**src/hw/rtl/bst_pkg.sv**
```systemverilog
// ----------------------------------------------------------------------------
// bst_pkg: shared types and constants for the binary search table
// default table depth, index width helper, sequencer states, step status
// ----------------------------------------------------------------------------
package bst_pkg;

    localparam int DEPTH_DEF = 1024;

    // width of the internal signed bound registers: holds -1, the largest
    // table index and the largest window index, plus room for low + high
    function automatic int bst_xw(input int depth);
        int aw;
        begin
            aw = $clog2(depth);
            bst_xw = ((aw > 10) ? aw : 10) + 2;
        end
    endfunction

    typedef enum logic [1:0] {
        ST_IDLE,
        ST_SEARCH,
        ST_FINISH
    } state_t;

    typedef struct packed {
        logic done;
        logic found;
    } step_t;

endpackage

```
**src/hw/rtl/bst_step.sv**
```systemverilog
// ----------------------------------------------------------------------------
// bst_step: one probe of the search
// compares the entry read at mid with the key and narrows the window
// ----------------------------------------------------------------------------
module bst_step #(
    parameter int XW = bst_pkg::bst_xw(bst_pkg::DEPTH_DEF)
) (
    input  logic signed [XW-1:0] mid,
    input  logic signed [31:0]   entry,
    input  logic signed [31:0]   key,
    input  logic signed [XW-1:0] lo,
    input  logic signed [XW-1:0] hi,
    output logic signed [XW-1:0] lo_out,
    output logic signed [XW-1:0] hi_out,
    output logic signed [XW-1:0] mid_out,
    output bst_pkg::step_t       status
);
    import bst_pkg::*;

    logic signed [XW-1:0] sum;

    always_comb begin
        lo_out = lo;
        hi_out = hi;
        status = '0;
        if (entry == key) begin
            status.done  = 1'b1;
            status.found = 1'b1;
        end else if (entry < key) begin
            lo_out = mid + XW'(1);
        end else begin
            hi_out = mid - XW'(1);
        end
        if (!status.done && (lo_out > hi_out)) begin
            status.done = 1'b1;
        end
    end

    // both bounds are non-negative while the window is open
    assign sum     = lo_out + hi_out;
    assign mid_out = sum >>> 1;

endmodule

```
**config.mk**
```make
export PLATFORM = sky130hd
export DESIGN_NAME = bst_step
export DESIGN_NICKNAME = d
export VERILOG_FILES = /design/src/hw/rtl/bst_pkg.sv /design/src/hw/rtl/bst_step.sv
export SDC_FILE = /design/constraint.sdc
export NUM_CORES = 1
export LEC_CHECK = 0
export BUFFER_PORTS_ARGS = -buffer_cell sky130_fd_sc_hd__buf_4
export CAP_MARGIN = 20
export CORE_AREA = 2 2 101 64
export DETAILED_ROUTE_END_ITERATION = 7
export DIE_AREA = 0 0 103 66
export PLACE_DENSITY_LB_ADDON = 0.08
export SLEW_MARGIN = 25
export SYNTH_ARGS = -nofsm -noshare
export SYNTH_HDL_FRONTEND = slang
export SYNTH_SLANG_ARGS = --single-unit
```
**constraint.sdc**
```tcl
create_clock -name vclk -period 4.6
set_input_delay 0.69 -clock vclk [all_inputs]
set_output_delay 0.69 -clock vclk [all_outputs]
set_load 0.005 [all_outputs]
```
Word-level counts from Yosys, hierarchy flattened
Cells that the tools add are included.
{"block": "totals", "regBits": 0, "input_bits": 100, "word_cells": 14}
{"block": "op_classes", "addsub": 3, "n_lt_le_gt_ge": 2, "eq_ne": 1, "mux": 6, "reduce_logical": 2}
{"op": "12-bit two-way mux", "count": 4}
{"op": "32-bit equality test", "count": 1}
{"op": "32-bit < comparator", "count": 1}
{"op": "12-bit adder", "count": 1}
{"op": "12-bit by 2-bit adder with 12-bit output (second input constant)", "count": 1}
{"op": "12-bit > comparator", "count": 1}
{"op": "12-bit by 2-bit subtractor with 12-bit output (second input constant)", "count": 1}
{"op": "2-bit two-way mux", "count": 1}
{"op": "1-bit logical AND", "count": 1}
{"op": "1-bit logical NOT", "count": 1}
{"op": "1-bit two-way mux", "count": 1}

Logic depth before layout (Yosys ltp)
Gate-level depths: netlist of run 1.
{"block": "depth", "depth_word": 6, "mapped_depth": 20, "ltp_nobuf": 19}

Worst setup path after synthesis of run 1
Ideal clock, no wire load.
{"block": "synth_timing", "path_kind": "input to output", "start": "in key[14]", "end": "out mid_out[11]", "arrival_ns": 4.290, "setup_slack_ns": -0.380, "path_stages": 19, "path_buffers": 2, "cell_sequence": "inv_1 > ha_1 > a21oi_2 > nand2_1 > a221o_1 > o311a_4 > o31ai_4 > nand2_2 > buf_6 > mux2_4 > ha_1 > nor2b_1 > o21a_1 > o21ai_0 > a2111oi_0 > nor2_1 > a21oi_1 > xnor2_1 > buf_4"}
{"block": "synth_via", "elab_chain_len": 4, "elab_cells_between_ends": 7, "classes_between": "1 x add/sub; 1 x order compare; 1 x eq/ne; 4 x mux"}
{"item": "start: declaration", "line_no": "bst_step.sv:10", "rtl": "input logic signed [31:0] key,"}
{"item": "32-bit < comparator", "line_no": "bst_step.sv:29", "rtl": "end else if (entry < key) begin"}
{"item": "12-bit two-way mux", "line_no": "bst_step.sv:29"}
{"item": "12-bit two-way mux *", "line_no": "bst_step.sv:26", "rtl": "if (entry == key) begin"}
{"item": "named net lo_out[1]", "line_no": "bst_step.sv:13", "rtl": "output logic signed [XW-1:0] lo_out,"}
{"item": "12-bit adder *", "line_no": "bst_step.sv:40", "rtl": "assign sum = lo_out + hi_out;"}
{"item": "end: declaration", "line_no": "bst_step.sv:15", "rtl": "output logic signed [XW-1:0] mid_out,"}
Mark *: on every way through the listed nets, which the timed path passes. The rest lies on a longest branch.

Worst setup path after layout of run 1
{"block": "layout_timing", "start": "in key[7]", "end": "out mid_out[11]"}
{"block": "layout_via", "elab_chain_len": 4, "elab_cells_between_ends": 7, "classes_between": "1 x add/sub; 1 x order compare; 1 x eq/ne; 4 x mux"}
{"item": "32-bit < comparator", "line_no": "bst_step.sv:29"}
{"item": "12-bit two-way mux", "line_no": "bst_step.sv:29"}
{"item": "12-bit two-way mux", "line_no": "bst_step.sv:26"}
{"item": "12-bit adder *", "line_no": "bst_step.sv:40"}
Mark *: on every way between the ends. The rest lies on a longest branch, timed or not.

==> flow_summary.yaml, run 1 <==
sta:
  finalSetupViolations: 10
  drv_slew: 0
  rsz0062_at_grt: "yes"
  finalCriticalPeriod_ps: 5070
  fin_crit_sh: 1.10
  hold_viol: 0
  fmax_mhz: 197
  finalWorstSetupSlack_ps: -474
  relSlewSlack: 0.649
  tightest_slew_ps: 521
pwr:
  peakVddDrop_mv: 0.129
  finalPower_mw: 0.969
  leakagePower_nw: 2.29
  power_density_nw_per_um2: 206
finish:
  stdcell_area_um2: 4700
  design.seq.count: 0
  seqCellArea_um2: 0
  fin_util: 0.798
  finalNonFillerCells: 605
  nNetsFinal: 681
  multi_input_area_um2: 2750
  fillers: 432
  final_layout_size_suffix_gt1_frac: 0.599
  diodes: 0
  clkbuf_count: 0
  area_delta_synth_final_pct: 91.5
global_route:
  grt_pass1_wl_um: 14600
  track_usage: 0.270
  grt_antenna_before_repair: 0
  grt_max_degree: 9
  grt-ovfl-total: 0
  first_global_vias: 2963
placed_design:
  hpwl_um: 7450
  dp_cells: 593
  port_buffers: 138
  gp_congestion: 0.883
  dpl_cell_area_um2: 4170
outcome:
  violations: "setup timing"
  run_status: "finished, violations left"
drt:
  wl_um: 9400
  via_per_inst: 5.11
  avgRoutedWirePerCell_um: 15.5
  vias: 3092
  drc: 0
  drt_first_pass_iters: 4
  drt_iter0_drc: 96
  ant_nets: 0
critical_path:
  crit_fanout: 5
  cp_num_buf_inv: 3
  path_cells: "buf_4 > inv_2 > ha_4 > a21oi_2 > o21ai_1 > a221o_1 > o311a_4 > o31ai_4 > nand2_4 > mux2_4 > ha_4 > nor2b_1 > o21a_1 > o21ai_2 > a2111oi_4 > nor2_1 > a21oi_2 > xnor2_2 > buf_4"
  max_stage_delay_ps: 390
  crit_type: "in2out"
  path_delay_family: "compound AO/OA/AOI/OAI gates"
  end_kind: "output port"
  cp.arrival_ps: 4380
  slowest_stage: "a2111oi_4"
  cp_num_cells: 19
  required_ps: 3910
  crit_path_start_kind: "primary input"
synth:
  syn_area_per_cell_um2: 7.72
  yosysSeqAreaShare: 0
  syn-num-nets: 476
  netlist_area_um2: 2450
  yosysWarnings: 0
  synthCells: 318
  yosys.area.top_type_share: 0.296
  ys_top_cells_by_area: "ha_1 30%, xnor2_1 7.9%, inv_1 6.7%"
  yosysUniqueCellTypes: 52
  synth_area_leader_cell: "ha_1"
min_path:
  min_path_cells: 3
  hold_path_class: "in2out"
clock_tree:
  holdBufCountCts: 0
die:
  fp.dieW_um: 103
  die_h_um: 66
  rows: 22
  ios: 138
  core_um2: 5890
  die-area_um2: 6800
  start_util: 0.417
job:
  cap_violations: 0
## area by class of cell
cell class	count	share of cell area
well taps	84	0.0224
multi-input cells	265	0.584
inverters	44	0.0373
repair buffers	212	0.356
## cells in the mapped netlist (2+ instances only)
| library cell | n |
|---|---|
| a2111oi_0 | 2 |
| nor2_1 | 14 |
| o21a_1 | 3 |
| clkbuf_1 | 4 |
| nor2b_1 | 3 |
| inv_1 | 44 |
| and3_1 | 4 |
| ha_1 | 58 |
| o21ai_0 | 18 |
| or2_2 | 2 |
| mux2_4 | 11 |
| nand3_1 | 11 |
| xnor2_1 | 22 |
| mux2_2 | 7 |
| mux2i_1 | 11 |
| nor4_1 | 2 |
| nand2_1 | 13 |
| nand2b_1 | 3 |
| o211ai_1 | 2 |
| or4_1 | 2 |
| nor3_1 | 12 |
| or3_1 | 3 |
| buf_6 | 2 |
| xor2_1 | 6 |
| a21oi_1 | 21 |
| nand4_1 | 9 |
| o21bai_1 | 4 |
## cells by family (layout without fill, tap and decap cells)
logic type,count (synthesis),in the layout,synth area share
and+or+nand+nor,84,84,0.184
buffers and inverters,53,256,0.0959
xor gates and xnor gates,28,28,0.0999
adders and majority gates,58,58,0.296
AOI/OAI and AO/OA,66,66,0.181
muxes,29,29,0.144
## what timing repair did
action	in CTS	in global routing
buffers inserted	9	4
gates cloned	1	0
endpoints found under the setup margin	11	12
pin swaps	30	20
gates resized for setup	67	9
## power by group
part           switching [mW]  internal, mW  leakage, nW
clock                       0             0            0
sequential                  0             0            0
combinational           0.420         0.550         2.29
total                   0.420         0.550         2.29
## cell usage in the layout (no fill, tap or decap), types with 3 or more instances in the layout
cell        n
a21oi_1    13
a21oi_2     9
and3_1      4
buf_4     199
buf_6      10
ha_1       29
ha_4       29
inv_1      28
inv_2      12
inv_4       4
mux2_2      6
mux2_4     12
mux2i_1    11
nand2_1    12
nand3_1    10
nand4_1     9
nor2_1     13
nor2b_1     3
nor3_1      6
nor3_2      6
o21a_1      3
o21ai_0    10
o21ai_1     6
o21ai_2     3
o21bai_1    4
xnor2_1    21
xor2_1      6
## final timing paths
kind / from / to / slack, ps
hold / removal: lo[11] / lo_out[11] / 1710
setup / recovery: key[7] / mid_out[11] / -470
## stage by stage
stage          hold WS [ps]  setup TNS (ps)  setup WS, ps
3_3_place_gp           1680           -3130          -463
6_report               1710           -3290          -474
3_5_place_dp           1700           -4100          -564
2_1_floorplan          1510            -244          -177
5_1_grt                1710           -4480          -583
4_1_cts                1700           -1850          -329
## metal layers
metal | share of wire | track usage
met5 | 0 | 0
met4 | 0.0089 | 0.0214
met3 | 0.051 | 0.0137
met2 | 0.43 | 0.439
met1 | 0.51 | 0.405
No activity file was read; power rests on OpenSTA's default activity.
==> run 2: changes to the inputs <==
Settings changed: CORE_AREA 2 2 101 64 to 2 2 107 68, DIE_AREA 0 0 103 66 to 0 0 109 70, GPL_TIMING_DRIVEN set to 0, RECOVER_POWER set to 50.
==> run 2 against run 1 <==
  * The flow still finishes with violations (setup timing)
  * Hold slack worse by 12 ps
  * Sequential share of layout area stayed put
  * Final cell count is 8.3% lower
  * Via count down 8.6%
  * Cell area is 12% lower
  * Clock-buffer cell count did not move
  * Flip-flop and latch count did not move
  * Highest routed layer unchanged
==> flow_summary.yaml, run 2 (same netlist as run 1, synthesis figures left out) <==
outcome:
  run_status: "finished, violations left"
  violations: "setup timing"
job:
  cap_violations: 0
drt:
  via_per_inst: 5.09
  drc: 0
  drt_iter0_drc: 83
  vias: 2826
  ant_nets: 0
  avgRoutedWirePerCell_um: 14.5
  drt_first_pass_iters: 4
  wl_um: 8040
finish:
  area_delta_synth_final_pct: 68.7
  mostFrequentLayoutCell: "buf_4"
  final_layout_size_suffix_gt1_frac: 0.509
  diodes: 0
  clkbuf_count: 0
  design.seq.count: 0
  finalNonFillerCells: 555
  nNetsFinal: 624
  seqCellArea_um2: 0
  final_cell_mix: "140 x buf_4, 35 x ha_1, 33 x inv_1"
sta:
  holdWs_ps: 1690
  fin_crit_sh: 1.11
  fmax_mhz: 197
  drv_slew: 0
  tightest_slew_ps: 619
  setup_tns_ps: -3230
  finalWorstSetupSlack_ps: -486
  hold_viol: 0
  finalCriticalPeriod_ps: 5090
  finalSetupViolations: 10
  relSlewSlack: 0.583
  rsz0062_at_grt: "yes"
critical_path:
  cp.arrival_ps: 4400
  crit_end: "mid_out[11]"
  crit_type: "in2out"
  crit_path_start_kind: "primary input"
  crit_fanout: 6
  required_ps: 3910
  worstSetupStartpoint: "entry[7]"
  end_kind: "output port"
global_route:
  first_global_vias: 2791
  grt_max_degree: 11
  grt-ovfl-total: 0
  track_usage: 0.206
  grt_antenna_before_repair: 0
  grt_pass1_wl_um: 12900
placed_design:
  hpwl_um: 6810
  gp_congestion: 0.868
  dp_cells: 543
  port_buffers: 134
  dpl_worst_slack_ps: -766
pwr:
  peakVddDrop_mv: 0.107
  leakagePower_nw: 1.99
  finalPower_mw: 0.859
  power_density_nw_per_um2: 207
die:
  die_h_um: 70
  start_util: 0.360
  ios: 138
  core_um2: 6820
  die-area_um2: 7630
  fp.dieW_um: 109
  rows: 24
min_path:
  hp-start: "hi[11]"
  hold_path_class: "in2out"
-- run 2: cell types whose count changed in the layout (fill, tap and decap cells not counted), sizes merged --
cell	previous run	this run
buf	212	152
clkbuf	0	3
-- run 2: final cells by class --
class	count	area (um^2)
fill	638	2680
multi-input combinational	265	2640
timing repair buffer	146	1130
inverter	44	173
tap	91	114
buffer	9	85.1
-- run 2: critical path, cell delays in order --
cell and delay [ps]:
buf_4 120, ha_4 240, a21oi_2 120, o21ai_1 80, a221o_1 350, o311a_4 340, o31a_4 330, nand2_8 100
mux2_1 430, ha_4 330, o21a_1 150, o21ai_2 90, a2111oi_4 390, nor2_1 100, a21oi_2 140, xnor2_1 160
buf_4 150, buf_6 80
-- run 2: power breakdown --
group	switching [mW]	internal [mW]	total, mW
sequential	0	0	0
combinational	0.381	0.478	0.859
clock	0	0	0
total	0.381	0.478	0.859
-- run 2: worst min-delay path by stage --
stage,endpoint,slack (ps),depth (start not counted)
floorplan,hi_out[10],1510,1
global placement,hi_out[9],1700,3
detailed placement,hi_out[11],1700,3
CTS,hi_out[11],1700,3
global route,hi_out[11],1710,3
finish,hi_out[11],1690,3
-- run 2: what timing repair did --
action	4_1_cts	5_1_grt
endpoints found under the setup margin	10	11
gates resized for setup	39	23
cloned	0	0
pin swaps	15	22
hold endpoints to repair	0	0
hold buffers	0	0
buffers inserted	6	8
-- run 2: per-stage QoR --
stage | area (um^2) | utilization
2_1_floorplan | 2610 | -
3_3_place_gp | 3730 | 0.547
3_5_place_dp | 3730 | 0.547
4_1_cts | 3950 | 0.579
5_1_grt | 4140 | 0.607
6_report | 4140 | 0.607
-- run 2: layer usage --
layer | track usage | part of all wire | vias to the layer above
met1 | 0.295 | 0.50 | 1308
met4 | 0.00427 | 0.0029 | 0
li1 | - | - | 1431
met3 | 0.0112 | 0.046 | 4
met2 | 0.355 | 0.45 | 83
met5 | 0 | 0 | -
